$ cat src/design/csrc_pkg.sv
`timescale 1ns / 1ps
package csrc_pkg;

  localparam int SURF_MAX = 16384;
  localparam int WIN_W    = 18;

  localparam logic [1:0] CMD_QUERY     = 2'd0;
  localparam logic [1:0] CMD_PUSH      = 2'd1;
  localparam logic [1:0] CMD_POP       = 2'd2;
  localparam logic [1:0] CMD_QUERY_ALT = 2'd3;

  localparam logic REG_SURFACE_WIDTH  = 1'b0;
  localparam logic REG_SURFACE_HEIGHT = 1'b1;

  typedef logic signed [WIN_W-1:0] win_t;

  typedef struct packed {
    logic signed [15:0] x;
    logic signed [15:0] y;
    logic signed [15:0] w;
    logic signed [15:0] h;
  } rect_t;

  typedef struct packed {
    logic        accepted;
    logic        visible;
    logic [13:0] clipped_x;
    logic [13:0] clipped_y;
    logic [14:0] clipped_w;
    logic [14:0] clipped_h;
    logic [4:0]  stack_depth;
  } result_t;

  typedef struct packed {
    logic accept;
    logic step;
    logic use_target;
    logic load_out;
  } ctrl_cmd_t;

  typedef struct packed {
    logic in_is_query;
    logic depth_zero;
    logic last_entry;
    logic meet_ok;
  } dp_status_t;

endpackage

$ cat src/design/csrc_in_if.sv
`timescale 1ns / 1ps
interface csrc_in_if;
  logic               valid;
  logic               ready;
  logic [1:0]         command;
  logic signed [15:0] rect_x;
  logic signed [15:0] rect_y;
  logic signed [15:0] rect_w;
  logic signed [15:0] rect_h;

  modport source (output valid, command, rect_x, rect_y, rect_w, rect_h, input ready);
  modport sink (input valid, command, rect_x, rect_y, rect_w, rect_h, output ready);
endinterface

$ cat src/design/csrc_out_if.sv
`timescale 1ns / 1ps
interface csrc_out_if;
  logic        valid;
  logic        ready;
  logic        accepted;
  logic        visible;
  logic [13:0] clipped_x;
  logic [13:0] clipped_y;
  logic [14:0] clipped_w;
  logic [14:0] clipped_h;
  logic [4:0]  stack_depth;

  modport source (output valid, accepted, visible, clipped_x, clipped_y, clipped_w,
                  clipped_h, stack_depth, input ready);
  modport sink (input valid, accepted, visible, clipped_x, clipped_y, clipped_w,
                clipped_h, stack_depth, output ready);
endinterface

$ cat src/design/clip_stack_rect_clipper.sv
`timescale 1ns / 1ps
// Scissor-rectangle stack. Commands arrive one at a time on in_ch: push stores a clip
// rectangle in the stack RAM (dropped when full), pop drops the top entry (dropped when
// empty), and query clips the target against the surface and every stacked rectangle
// from the bottom up. A query walks the stacked rectangles through the single read port
// of the stack RAM, which feeds one intersection per cycle, and ends early once the
// window goes empty. The result sits in an output register, so a new command is taken
// while the previous result waits on out_ch. surface_width (address 0) and
// surface_height (address 4) are to be written through the APB port only while the
// block is idle; the block itself does not enforce this. Values above 16384 act as
// 16384.
module clip_stack_rect_clipper #(
  parameter int STACK_DEPTH = 16
) (
  input  logic              clk,
  input  logic              rst_n,
  csrc_in_if.sink           in_ch,
  csrc_out_if.source        out_ch,
  input  logic              psel,
  input  logic              penable,
  input  logic              pwrite,
  input  logic [2:0]        paddr,
  input  logic [31:0]       pwdata,
  output logic [31:0]       prdata,
  output logic              pready
);
  import csrc_pkg::*;

  logic [14:0] surface_width_r, surface_width_nxt;
  logic [14:0] surface_height_r, surface_height_nxt;
  logic        cfg_wr;
  ctrl_cmd_t   cmd;
  dp_status_t  status;
  result_t     result;

  assign pready = 1'b1;
  assign cfg_wr = psel && penable && pwrite;

  always_comb begin
    surface_width_nxt  = surface_width_r;
    surface_height_nxt = surface_height_r;
    if (cfg_wr) begin
      if (paddr[2] == REG_SURFACE_WIDTH) begin
        surface_width_nxt = pwdata[14:0];
      end else begin
        surface_height_nxt = pwdata[14:0];
      end
    end
  end

  always_ff @(posedge clk) begin
    if (!rst_n) begin
      surface_width_r  <= 15'd640;
      surface_height_r <= 15'd480;
    end else begin
      surface_width_r  <= surface_width_nxt;
      surface_height_r <= surface_height_nxt;
    end
  end

  assign prdata = (paddr[2] == REG_SURFACE_HEIGHT) ? {17'd0, surface_height_r}
                                                   : {17'd0, surface_width_r};

  csrc_ctrl u_ctrl (
    .clk      (clk),
    .rst_n    (rst_n),
    .in_valid (in_ch.valid),
    .in_ready (in_ch.ready),
    .out_valid(out_ch.valid),
    .out_ready(out_ch.ready),
    .status   (status),
    .cmd      (cmd)
  );

  csrc_datapath #(
    .STACK_DEPTH(STACK_DEPTH)
  ) u_datapath (
    .clk           (clk),
    .rst_n         (rst_n),
    .cmd           (cmd),
    .status        (status),
    .surface_width (surface_width_r),
    .surface_height(surface_height_r),
    .in_command    (in_ch.command),
    .in_rect_x     (in_ch.rect_x),
    .in_rect_y     (in_ch.rect_y),
    .in_rect_w     (in_ch.rect_w),
    .in_rect_h     (in_ch.rect_h),
    .result        (result)
  );

  assign out_ch.accepted    = result.accepted;
  assign out_ch.visible     = result.visible;
  assign out_ch.clipped_x   = result.clipped_x;
  assign out_ch.clipped_y   = result.clipped_y;
  assign out_ch.clipped_w   = result.clipped_w;
  assign out_ch.clipped_h   = result.clipped_h;
  assign out_ch.stack_depth = result.stack_depth;

endmodule

$ cat src/design/csrc_ram.sv
`timescale 1ns / 1ps
module csrc_ram #(
  parameter int WIDTH = 64,
  parameter int DEPTH = 16,
  localparam int AW = (DEPTH > 1) ? $clog2(DEPTH) : 1
) (
  input  logic             clk,
  input  logic             we,
  input  logic [AW-1:0]    waddr,
  input  logic [WIDTH-1:0] wdata,
  input  logic [AW-1:0]    raddr,
  output logic [WIDTH-1:0] rdata
);

  logic [WIDTH-1:0] mem_r [DEPTH];
  logic [WIDTH-1:0] rdata_r;

  always_ff @(posedge clk) begin
    if (we) begin
      mem_r[waddr] <= wdata;
    end
    rdata_r <= mem_r[raddr];
  end

  assign rdata = rdata_r;

endmodule

$ cat src/design/csrc_ctrl.sv
`timescale 1ns / 1ps
module csrc_ctrl (
  input  logic                   clk,
  input  logic                   rst_n,
  input  logic                   in_valid,
  output logic                   in_ready,
  output logic                   out_valid,
  input  logic                   out_ready,
  input  csrc_pkg::dp_status_t   status,
  output csrc_pkg::ctrl_cmd_t    cmd
);
  import csrc_pkg::*;

  typedef enum logic [3:0] {
    S_IDLE   = 4'b0001,
    S_WALK   = 4'b0010,
    S_TARGET = 4'b0100,
    S_FINISH = 4'b1000
  } state_t;

  state_t state_r, state_nxt;
  logic   out_valid_r, out_valid_nxt;
  logic   out_free;

  assign out_free = !out_valid_r || out_ready;

  always_comb begin
    state_nxt = state_r;
    cmd       = '0;
    case (state_r)
      S_IDLE: begin
        if (in_valid) begin
          cmd.accept = 1'b1;
          if (!status.in_is_query) begin
            state_nxt = S_FINISH;
          end else if (status.depth_zero) begin
            state_nxt = S_TARGET;
          end else begin
            state_nxt = S_WALK;
          end
        end
      end
      S_WALK: begin
        cmd.step = 1'b1;
        // an empty intersection ends the walk early
        if (!status.meet_ok) begin
          state_nxt = S_FINISH;
        end else if (status.last_entry) begin
          state_nxt = S_TARGET;
        end
      end
      S_TARGET: begin
        cmd.use_target = 1'b1;
        if (out_free) begin
          cmd.load_out = 1'b1;
          state_nxt    = S_IDLE;
        end
      end
      S_FINISH: begin
        if (out_free) begin
          cmd.load_out = 1'b1;
          state_nxt    = S_IDLE;
        end
      end
      default: begin
        state_nxt = S_IDLE;
      end
    endcase
  end

  always_comb begin
    if (cmd.load_out) begin
      out_valid_nxt = 1'b1;
    end else if (out_ready) begin
      out_valid_nxt = 1'b0;
    end else begin
      out_valid_nxt = out_valid_r;
    end
  end

  always_ff @(posedge clk) begin
    if (!rst_n) begin
      state_r     <= S_IDLE;
      out_valid_r <= 1'b0;
    end else begin
      state_r     <= state_nxt;
      out_valid_r <= out_valid_nxt;
    end
  end

  assign in_ready  = (state_r == S_IDLE);
  assign out_valid = out_valid_r;

endmodule

$ cat src/design/csrc_datapath.sv
`timescale 1ns / 1ps
module csrc_datapath #(
  parameter int STACK_DEPTH = 16
) (
  input  logic                 clk,
  input  logic                 rst_n,
  input  csrc_pkg::ctrl_cmd_t  cmd,
  output csrc_pkg::dp_status_t status,
  input  logic [14:0]          surface_width,
  input  logic [14:0]          surface_height,
  input  logic [1:0]           in_command,
  input  logic signed [15:0]   in_rect_x,
  input  logic signed [15:0]   in_rect_y,
  input  logic signed [15:0]   in_rect_w,
  input  logic signed [15:0]   in_rect_h,
  output csrc_pkg::result_t    result
);
  import csrc_pkg::*;

  localparam int IW = (STACK_DEPTH > 1) ? $clog2(STACK_DEPTH) : 1;
  localparam int DW = $clog2(STACK_DEPTH + 1);

  logic [DW-1:0] depth_r, depth_nxt;
  logic [IW-1:0] idx_r, idx_nxt;
  logic          acc_r, acc_nxt;
  win_t          l_r, t_r, r_r, b_r;
  win_t          l_nxt, t_nxt, r_nxt, b_nxt;
  rect_t         tgt_r;
  result_t       res_r;

  logic          in_is_query, full, empty, push_ok;
  logic [14:0]   sw_c, sh_c;
  logic [IW-1:0] rd_addr;
  logic [63:0]   rd_word;
  rect_t         op;
  win_t          op_x, op_y, op_xr, op_yb;
  win_t          nl, nt, nr, nb;
  win_t          dw_w, dw_h;
  logic          meet_ok;

  assign in_is_query = in_command inside {CMD_QUERY, CMD_QUERY_ALT};
  assign full        = (depth_r == DW'(STACK_DEPTH));
  assign empty       = (depth_r == '0);
  assign push_ok     = cmd.accept && (in_command == CMD_PUSH) && !full;

  assign sw_c = (surface_width > 15'(SURF_MAX)) ? 15'(SURF_MAX) : surface_width;
  assign sh_c = (surface_height > 15'(SURF_MAX)) ? 15'(SURF_MAX) : surface_height;

  // entry zero is addressed at the transfer so the walk starts at once
  assign rd_addr = cmd.accept ? '0 : idx_r + IW'(1);

  csrc_ram #(
    .WIDTH(64),
    .DEPTH(STACK_DEPTH)
  ) u_stack (
    .clk  (clk),
    .we   (push_ok),
    .waddr(depth_r[IW-1:0]),
    .wdata({in_rect_x, in_rect_y, in_rect_w, in_rect_h}),
    .raddr(rd_addr),
    .rdata(rd_word)
  );

  // one intersection of the window with a stacked entry or the target
  assign op    = cmd.use_target ? tgt_r : rect_t'(rd_word);
  assign op_x  = WIN_W'(op.x);
  assign op_y  = WIN_W'(op.y);
  assign op_xr = WIN_W'(op.x) + WIN_W'(op.w);
  assign op_yb = WIN_W'(op.y) + WIN_W'(op.h);
  assign nl    = (op_x > l_r) ? op_x : l_r;
  assign nt    = (op_y > t_r) ? op_y : t_r;
  assign nr    = (op_xr < r_r) ? op_xr : r_r;
  assign nb    = (op_yb < b_r) ? op_yb : b_r;
  assign meet_ok = (nr > nl) && (nb > nt);
  assign dw_w  = nr - nl;
  assign dw_h  = nb - nt;

  always_comb begin
    depth_nxt = depth_r;
    idx_nxt   = idx_r;
    acc_nxt   = acc_r;
    l_nxt     = l_r;
    t_nxt     = t_r;
    r_nxt     = r_r;
    b_nxt     = b_r;
    if (cmd.accept) begin
      idx_nxt = '0;
      l_nxt   = '0;
      t_nxt   = '0;
      r_nxt   = win_t'({3'b000, sw_c});
      b_nxt   = win_t'({3'b000, sh_c});
      case (in_command)
        CMD_PUSH: begin
          acc_nxt = !full;
          if (!full) begin
            depth_nxt = depth_r + DW'(1);
          end
        end
        CMD_POP: begin
          acc_nxt = !empty;
          if (!empty) begin
            depth_nxt = depth_r - DW'(1);
          end
        end
        default: begin
          acc_nxt = 1'b1;
        end
      endcase
    end else if (cmd.step) begin
      idx_nxt = idx_r + IW'(1);
      if (meet_ok) begin
        l_nxt = nl;
        t_nxt = nt;
        r_nxt = nr;
        b_nxt = nb;
      end
    end
  end

  always_ff @(posedge clk) begin
    if (!rst_n) begin
      depth_r <= '0;
      idx_r   <= '0;
      acc_r   <= 1'b0;
    end else begin
      depth_r <= depth_nxt;
      idx_r   <= idx_nxt;
      acc_r   <= acc_nxt;
    end
  end

  always_ff @(posedge clk) begin
    l_r <= l_nxt;
    t_r <= t_nxt;
    r_r <= r_nxt;
    b_r <= b_nxt;
    if (cmd.accept) begin
      tgt_r <= {in_rect_x, in_rect_y, in_rect_w, in_rect_h};
    end
    if (cmd.load_out) begin
      res_r.accepted    <= acc_r;
      res_r.stack_depth <= 5'(depth_r);
      // only the target step can report a visible rectangle
      if (cmd.use_target && meet_ok) begin
        res_r.visible   <= 1'b1;
        res_r.clipped_x <= nl[13:0];
        res_r.clipped_y <= nt[13:0];
        res_r.clipped_w <= dw_w[14:0];
        res_r.clipped_h <= dw_h[14:0];
      end else begin
        res_r.visible   <= 1'b0;
        res_r.clipped_x <= '0;
        res_r.clipped_y <= '0;
        res_r.clipped_w <= '0;
        res_r.clipped_h <= '0;
      end
    end
  end

  assign status.in_is_query = in_is_query;
  assign status.depth_zero  = empty;
  assign status.last_entry  = ((DW'(idx_r) + DW'(1)) == depth_r);
  assign status.meet_ok     = meet_ok;
  assign result             = res_r;

endmodule

$ cat src/flat_wrapper.sv
// flat-port wrapper written by rule: the top's interface ports become plain ports
module clip_stack_rect_clipper_flat import csrc_pkg::*;
#(
  parameter int STACK_DEPTH = 16
)
  (clk, rst_n, psel, penable, pwrite, paddr, pwdata, prdata, pready, in_ch_valid, in_ch_command, in_ch_rect_x, in_ch_rect_y, in_ch_rect_w, in_ch_rect_h, in_ch_ready, out_ch_valid, out_ch_accepted, out_ch_visible, out_ch_clipped_x, out_ch_clipped_y, out_ch_clipped_w, out_ch_clipped_h, out_ch_stack_depth, out_ch_ready);
  csrc_in_if in_ch_i ();
  csrc_out_if out_ch_i ();
  input  logic clk;
  input  logic rst_n;
  input  logic psel;
  input  logic penable;
  input  logic pwrite;
  input  logic [2:0] paddr;
  input  logic [31:0] pwdata;
  output logic [31:0] prdata;
  output logic pready;
  input wire logic [$bits(in_ch_i.valid)-1:0] in_ch_valid;
  input wire logic [$bits(in_ch_i.command)-1:0] in_ch_command;
  input wire logic [$bits(in_ch_i.rect_x)-1:0] in_ch_rect_x;
  input wire logic [$bits(in_ch_i.rect_y)-1:0] in_ch_rect_y;
  input wire logic [$bits(in_ch_i.rect_w)-1:0] in_ch_rect_w;
  input wire logic [$bits(in_ch_i.rect_h)-1:0] in_ch_rect_h;
  output wire logic [$bits(in_ch_i.ready)-1:0] in_ch_ready;
  output wire logic [$bits(out_ch_i.valid)-1:0] out_ch_valid;
  output wire logic [$bits(out_ch_i.accepted)-1:0] out_ch_accepted;
  output wire logic [$bits(out_ch_i.visible)-1:0] out_ch_visible;
  output wire logic [$bits(out_ch_i.clipped_x)-1:0] out_ch_clipped_x;
  output wire logic [$bits(out_ch_i.clipped_y)-1:0] out_ch_clipped_y;
  output wire logic [$bits(out_ch_i.clipped_w)-1:0] out_ch_clipped_w;
  output wire logic [$bits(out_ch_i.clipped_h)-1:0] out_ch_clipped_h;
  output wire logic [$bits(out_ch_i.stack_depth)-1:0] out_ch_stack_depth;
  input wire logic [$bits(out_ch_i.ready)-1:0] out_ch_ready;
  assign in_ch_i.valid = in_ch_valid;
  assign in_ch_i.command = in_ch_command;
  assign in_ch_i.rect_x = in_ch_rect_x;
  assign in_ch_i.rect_y = in_ch_rect_y;
  assign in_ch_i.rect_w = in_ch_rect_w;
  assign in_ch_i.rect_h = in_ch_rect_h;
  assign in_ch_ready = in_ch_i.ready;
  assign out_ch_valid = out_ch_i.valid;
  assign out_ch_accepted = out_ch_i.accepted;
  assign out_ch_visible = out_ch_i.visible;
  assign out_ch_clipped_x = out_ch_i.clipped_x;
  assign out_ch_clipped_y = out_ch_i.clipped_y;
  assign out_ch_clipped_w = out_ch_i.clipped_w;
  assign out_ch_clipped_h = out_ch_i.clipped_h;
  assign out_ch_stack_depth = out_ch_i.stack_depth;
  assign out_ch_i.ready = out_ch_ready;
  clip_stack_rect_clipper #(.STACK_DEPTH(STACK_DEPTH)) u_core (.clk(clk), .rst_n(rst_n), .in_ch(in_ch_i), .out_ch(out_ch_i), .psel(psel), .penable(penable), .pwrite(pwrite), .paddr(paddr), .pwdata(pwdata), .prdata(prdata), .pready(pready));
endmodule
$ cat config.mk
export PLATFORM = sky130hd
export DESIGN_NAME = clip_stack_rect_clipper_flat
export DESIGN_NICKNAME = d
export VERILOG_FILES = /design/src/design/csrc_pkg.sv /design/src/design/csrc_in_if.sv /design/src/design/csrc_out_if.sv /design/src/design/clip_stack_rect_clipper.sv /design/src/design/csrc_ram.sv /design/src/design/csrc_ctrl.sv /design/src/design/csrc_datapath.sv /design/src/flat_wrapper.sv
export SDC_FILE = /design/constraint.sdc
export NUM_CORES = 2
export LEC_CHECK = 0
export ABC_CLOCK_PERIOD_IN_PS = 27100
export BUFFER_PORTS_ARGS = -buffer_cell sky130_fd_sc_hd__buf_4
export CAP_MARGIN = 20
export CORE_MARGIN = 10
export CORE_UTILIZATION = 30
export DETAILED_ROUTE_END_ITERATION = 12
export PLACE_DENSITY_LB_ADDON = 0.1
export SLEW_MARGIN = 20
export SYNTH_ARGS = -nofsm -noshare
export SYNTH_HDL_FRONTEND = slang
export SYNTH_SLANG_ARGS = --single-unit
$ cat constraint.sdc
create_clock -name clk -period 27.1 [get_ports clk]
set_input_delay 4.065 -clock clk [delete_from_list [all_inputs] [get_ports clk]]
set_output_delay 4.065 -clock clk [all_outputs]
set_load 0.02 [all_outputs]
# Word-level counts from Yosys, hierarchy flattened
# Memory sizes are Yosys's and may differ from the RTL's. A register that Yosys moved wholly into a read port is not among the register bits.
# Cells that the tools add are included.
[classes]
add_sub_neg = 8
order_cmp = 8
n_eq_ne = 14
mux = 37
bitwise = 2
n_reduce_logical = 25
[op_table]
columns = ["op", "count"]
rows = [
  ["15-bit two-way mux", 9],
  ["18-bit two-way mux", 4],
  ["64-bit two-way mux", 1],
  ["59-bit two-way mux", 1],
  ["16-bit by 18-bit > comparator with 1-bit output", 2],
  ["18-bit > comparator", 2],
  ["17-bit by 18-bit less-than comparator with 1-bit output", 2],
  ["16-bit by 16-bit adder with 17-bit output", 2],
  ["15-bit > comparator, second input constant", 2],
  ["15-bit subtractor", 2],
  ["4-bit two-way mux", 6],
  ["4-bit case mux with 3 select lines", 1],
  ["1-bit two-way mux", 10],
  ["5-bit two-way mux", 2],
  ["5-bit case mux with 2 select lines", 1],
  ["2-bit nonzero test", 5],
  ["2-bit AND reduction", 4],
  ["1-bit logical AND", 6],
  ["2-bit inequality test, second input constant", 3],
  ["4-bit by 1-bit adder with 5-bit output, second input constant", 1],
  ["5-bit by 1-bit adder with 5-bit output, second input constant", 1],
  ["5-bit == test", 1],
  ["5-bit == test, second input constant", 1],
  ["5-bit zero test", 1],
  ["19 further kinds", 24],
]
[word_totals]
regBits = 246
ramBits = 1024
inputBits = 108
n_memories = 1
[memory_table]
columns = ["name", "depth", "word_bits", "read_ports", "rd_ports_with_merged_regs", "write_ports", "line", "text"]
rows = [
  ["u_core.u_datapath.u_stack.mem_r", 16, 64, 1, 1, 1, "csrc_ram.sv:15", "logic [WIDTH-1:0] mem_r [DEPTH];"],
]

# Depth between registers and ports, before layout
[logic_depth]
ltp_word = 11
depth_mapped = 41
depth_no_buf = 35

# Modules after synthesis
# From an unflattened synthesis, not the netlist that was laid out.
[unflattened]
cells_unflattened = 3218
area_unflattened_um2 = 55529.5
[by_module_without_submodules]
columns = ["mod", "n_inst", "cells_each", "area_per_inst_um2", "seq_area_each_um2"]
rows = [
  ["csrc_ram", 1, 1647, 39581.7, 32030.7],
  ["csrc_datapath", 1, 1381, 14101.0, 5815.6],
  ["clip_stack_rect_clipper", 1, 157, 1527.7, 600.6],
  ["csrc_ctrl", 1, 33, 319.1, 100.1],
]

# Worst setup path after synthesis
# OpenSTA, ideal clock, no wires.
[synth_timing]
path_kind = "input to register"
start = "input in_ch_command[1]"
end = "memory u_core.u_datapath.u_stack.mem_r[8][0], enable pin"
setup_time_ps = 578
t_arrival_ps = 9428
required_ps = 26522
setup_slack_ps = 17094
path_stages = 5
path_cell_list = "inv_1 > ha_1 > clkbuf_1 > o2111ai_1 > nor3b_1"
[synth_via]
elab_chain_len = 5
[synth_rtl]
columns = ["item", "line", "text"]
rows = [
  ["from (decl)", "flat_wrapper.sv:19", "input wire logic [$bits(in_ch_i.command)-1:0] in_ch_command;"],
  ["2-bit by 1-bit == test with 1-bit output", "csrc_datapath.sv:44", "assign push_ok = cmd.accept && (in_command == CMD_PUSH) && !full;"],
  ["1-bit logical AND (2 in series)", "csrc_datapath.sv:44", ""],
  ["1-bit two-way mux", "csrc_ram.sv:19", "if (we) begin"],
  ["1-bit two-way mux (implied by the code)", "csrc_ram.sv:20", "mem_r[waddr] <= wdata;"],
  ["to (decl)", "csrc_ram.sv:15", ""],
]
# Every way passes these cells.

# Worst setup path in the final report
[layout_timing]
start = "register u_core.u_ctrl.state_r[3]"
end = "register u_core.u_datapath.r_r[10], enable pin"
[layout_via]
elab_chain_len = 10
[layout_rtl]
columns = ["item", "line", "text"]
rows = [
  ["from (decl)", "csrc_ctrl.sv:21", "state_t state_r, state_nxt;"],
  ["from (signal assigned)", "csrc_ctrl.sv:86", "state_r <= state_nxt;"],
  ["4-bit by 3-bit == test with 1-bit output", "csrc_ctrl.sv:30", "case (state_r)"],
  ["1-bit two-way mux", "csrc_ctrl.sv:30", ""],
  ["64-bit two-way mux", "csrc_datapath.sv:65", "assign op = cmd.use_target ? tgt_r : rect_t'(rd_word);"],
  ["16-bit by 16-bit adder with 17-bit output, on equally long branches", "csrc_datapath.sv:68, csrc_datapath.sv:69", ""],
  ["17-bit by 18-bit less-than comparator with 1-bit output, on equally long branches", "csrc_datapath.sv:72, csrc_datapath.sv:73", ""],
  ["18-bit two-way mux, on equally long branches", "csrc_datapath.sv:72, csrc_datapath.sv:73", ""],
  ["18-bit > comparator", "csrc_datapath.sv:74", "assign meet_ok = (nr > nl) && (nb > nt);"],
  ["1-bit logical AND", "csrc_datapath.sv:74", ""],
  ["2-bit nonzero test (no line)", "--", ""],
  ["2-bit AND reduction (no line) *", "--", ""],
  ["to (signal assigned)", "csrc_datapath.sv:135", "r_r <= r_nxt;"],
  ["to (decl)", "csrc_datapath.sv:26", "win_t l_r, t_r, r_r, b_r;"],
]
# Mark *: on every way between the ends. The rest lies on a longest branch, timed or not.
# A chain may end at the register's enable or synchronous reset.

==> flow_metrics.tcl <==
set metrics [dict create \
    count_of_flip_flops_with_a_built_in_enable_after_synthesis 1183 \
    outcome "completed" \
    globalRouteTotalUtil_pct 16.3 \
    synth_top_area_cell "edfxtp_1" \
    drtPass1Iterations 5 \
    core_um2 190000 \
    cellInternalPower_w 0.00481 \
    synth_seq_cells 1334 \
    endpoint_kind "flop" \
    synth_common_cells "edfxtp_1 (1183), nand2_1 (434), a21oi_1 (226)" \
    comb_power_share_pct 43.5 \
    grt_use_met2_pct 26.2 \
    share_of_total_power_consumed_by_net_switching_pct 39.4 \
    area_growth_pct 16.0 \
    vias 33720 \
    cts-root-to-sink-buffers 3 \
    detail-route-antenna-nets 0 \
    drc 0 \
    post-place-ws_ns 16.61 \
    yosysUniqueCellTypes 80 \
    avgSynthCellArea_um2 14.3 \
    rsz_0062_raised_after_global_routing "false" \
    fp.dieArea_um2 209000 \
    busiest_layer "met2" \
    i_o_buffers 170 \
    detail_route.iter0.violations 2471 \
    cp.required_ns 27.54 \
    cts_repair_resize_count 0 \
    grt_antenna_before_repair 31 \
    grt_first_pass_wirelength_um 250000 \
    clock_skew_ns 0.0376 \
    fin_nets 4424 \
    final.setup.tns_ns 0 \
    p_seq_share_pct 30.9 \
    die_y_um 457 \
    cts.clk_slew.worst_paths_ns 0.06 \
    route.detailed.vias_per_inst 4.95 \
    post-route-period-util_pct 38.0 \
    grt_start_max_net_pins 163 \
    vdd.ir_drop.worst_uv 156 \
    ys_top_cells_by_area "edfxtp_1 (62%), dfxtp_1 (5.3%), mux4_2 (5.0%)" \
    timing.final.ws_setup_ns 16.80 \
    use_met3_pct 2.91 \
    netlist.area_leader.share_pct 62.1 \
    regArea_um2 38600 \
    die_width_um 457 \
    multiInputGateArea_um2 17400 \
    cts_sinks 1334 \
    detailed_place_hpwl_um 100000 \
    min_period_ns 10.30 \
    initial_utilization_pct 30.1 \
    drive_gt1_share_pct 16.9 \
    grt_use_met1_pct 22.4 \
    static-leakage-power_nw 22.1 \
    critical_path.max_fanout 31 \
    critical-path-top-cell-by-count "buf_4" \
    crit_type "flop to flop" \
    worst_ep_arrival_time_ns 10.74 \
    report.final.setup_viol 0 \
    cts-buffers-inserted 153 \
    cts_tree "yes" \
    timing.max_cap.violations 0 \
    yosysSeqAreaShare_pct 67.4 \
    synth_most_common_cell "edfxtp_1" \
    gp_routability_congestion 0.768 \
    h-tree-depth 4 \
    nFillCells 18345 \
    postSynth.asyncResetShare_pct 0 \
    gr-total-overflow 0 \
    syn_std_cell_area_um2 57200 \
    wl_per_cell_um 25.5 \
    clkPwrFrac_pct 25.5 \
    regToRegSetupSlack_ns 16.80 \
    yosysWarningCount 0 \
    post_cts_buffers 0 \
    post_synth_inst_count 4000 \
    max_slew.worst_pin.slew_ns 1.13 \
    slew-limit-headroom_pct 24.9 \
    post_cts_hold_buffer_count 0 \
    totalWireLength_um 174000 \
    num_rows 160 \
    report.power.total_w 0.00794 \
    root_buffer_cell "clkbuf_16" \
    highest_attainable_clock_frequency_mhz 97.1 \
    critPathLaunchType "flop" \
    timing.hold.worst.class "flop to flop" \
    timing.final.max_slew_violations 0 \
    num_io_pins 208 \
    p_switching_w 0.00313 \
    max_stage_delay_ns 0.65 \
    crit_slowest_cell "buf_4" \
    dominantRegCellSynth "edfxtp_1" \
    pwr_density_cell_nw_per_um2 120 \
    number_of_global_route_vias_before_repair 34053 \
    hold_violations 0 \
    clk-insertion-delay-late_ns 0.81 \
]
-- per-stage QoR --
stage	util, %	hold WS (ns)	instance area [um^2]	cells
floorplan	-	0.403	57300	4016
global placement	32.3	0.429	61400	6523
detailed placement	32.4	0.427	61500	6524
CTS	34.9	0.441	66400	6805
global route	34.9	0.456	66400	6809
finish	34.9	0.450	66400	6810
-- cell type report --
type	count	share of cell area, %
diodes	5	0.0189
clock buffers	212	6.40
clock inverters	69	0.971
inverters	123	0.699
multi-input cells	2312	26.2
flip-flops and latches	1334	58.1
well taps	2511	4.73
repair buffers	244	2.85
-- registers in the layout, indices dropped and copies added (netlist names), 5 cells and up --
| register | flops |
|---|---|
| u_core.u_datapath.u_stack.mem_r | 1024 |
| u_core.surface_width_r | 15 |
| u_core.surface_height_r | 15 |
| u_core.u_datapath.l_r | 18 |
| u_core.u_datapath.result | 65 |
| u_core.u_datapath.b_r | 18 |
| u_core.u_datapath.tgt_r | 64 |
| u_core.u_datapath.depth_r | 5 |
| u_core.u_datapath.r_r | 18 |
| u_core.u_datapath.t_r | 18 |
| u_core.u_datapath.u_stack.rdata | 64 |
-- per-layer routing --
layer  vias to the layer above  part of all wire, %
li1                      15613                    -
met1                     17136                   46
met2                       734                   47
met3                       225                  4.5
met4                        12                  2.4
met5                         -                0.047
-- critical path: cells and delay by family (launching register included) --
family | cells | cell delay [ns]
compound gates | 13 | 3.84
buf+inv | 5 | 2.05
simple gates | 6 | 1.39
fa+ha+maj | 3 | 1.05
mux | 2 | 0.93
flops | 1 | 0.36
xor+xnor | 1 | 0.20
-- cells in the final DEF (no fill, tap or decap), types with 38 or more instances in the layout --
cell       instances
edfxtp_1        1183
nand2_1          431
buf_4            240
ha_1             143
xnor2_1           38
clkbuf_1          43
mux4_2           128
o21ai_0           69
nand2b_1         153
nor2_1           129
a21oi_1          226
dfxtp_1          150
inv_1            122
nand3_1           44
and2_1           130
a211oi_1         198
mux2i_1           40
clkbuf_16        156
mux2_2            93
a311oi_1         129
-- power by group through the flow --
stage | clock [W] | sequential [W] | combinational [W]
final | 0.00203 | 0.00246 | 0.00346
after detailed placement | 0 | 0.00250 | 0.00348
after CTS | 0.00209 | 0.00246 | 0.00349
after global routing | 0.00217 | 0.00247 | 0.00382
after global placement | 0 | 0.00250 | 0.00349
after floorplan | 0 | 0.00251 | 0.00232
-- kinds of logic after synthesis --
kind of cell	after synthesis	synth area share, %
compound gates	786	9.44
xor+xnor	54	0.827
fa+ha+maj	149	3.32
buf+inv	370	2.60
flops	1334	67.4
mux	262	7.59
other cells	2	0.0131
simple gates	1043	8.85
-- path summary, 6_finish.rpt --
| kind | from | endpoint | cells after the start |
|---|---|---|---|
| setup / recovery | u_core.u_ctrl.state_r[3] | u_core.u_datapath.r_r[10] | 30 |
| hold / removal | u_core.u_datapath.acc_r | u_core.u_datapath.result[64] | 0 |
| setup reg to reg | u_core.u_ctrl.state_r[3] | u_core.u_datapath.r_r[10] | 30 |
| hold reg to reg | u_core.u_datapath.acc_r | u_core.u_datapath.result[64] | 0 |
(Power assumes the default switching activity.)
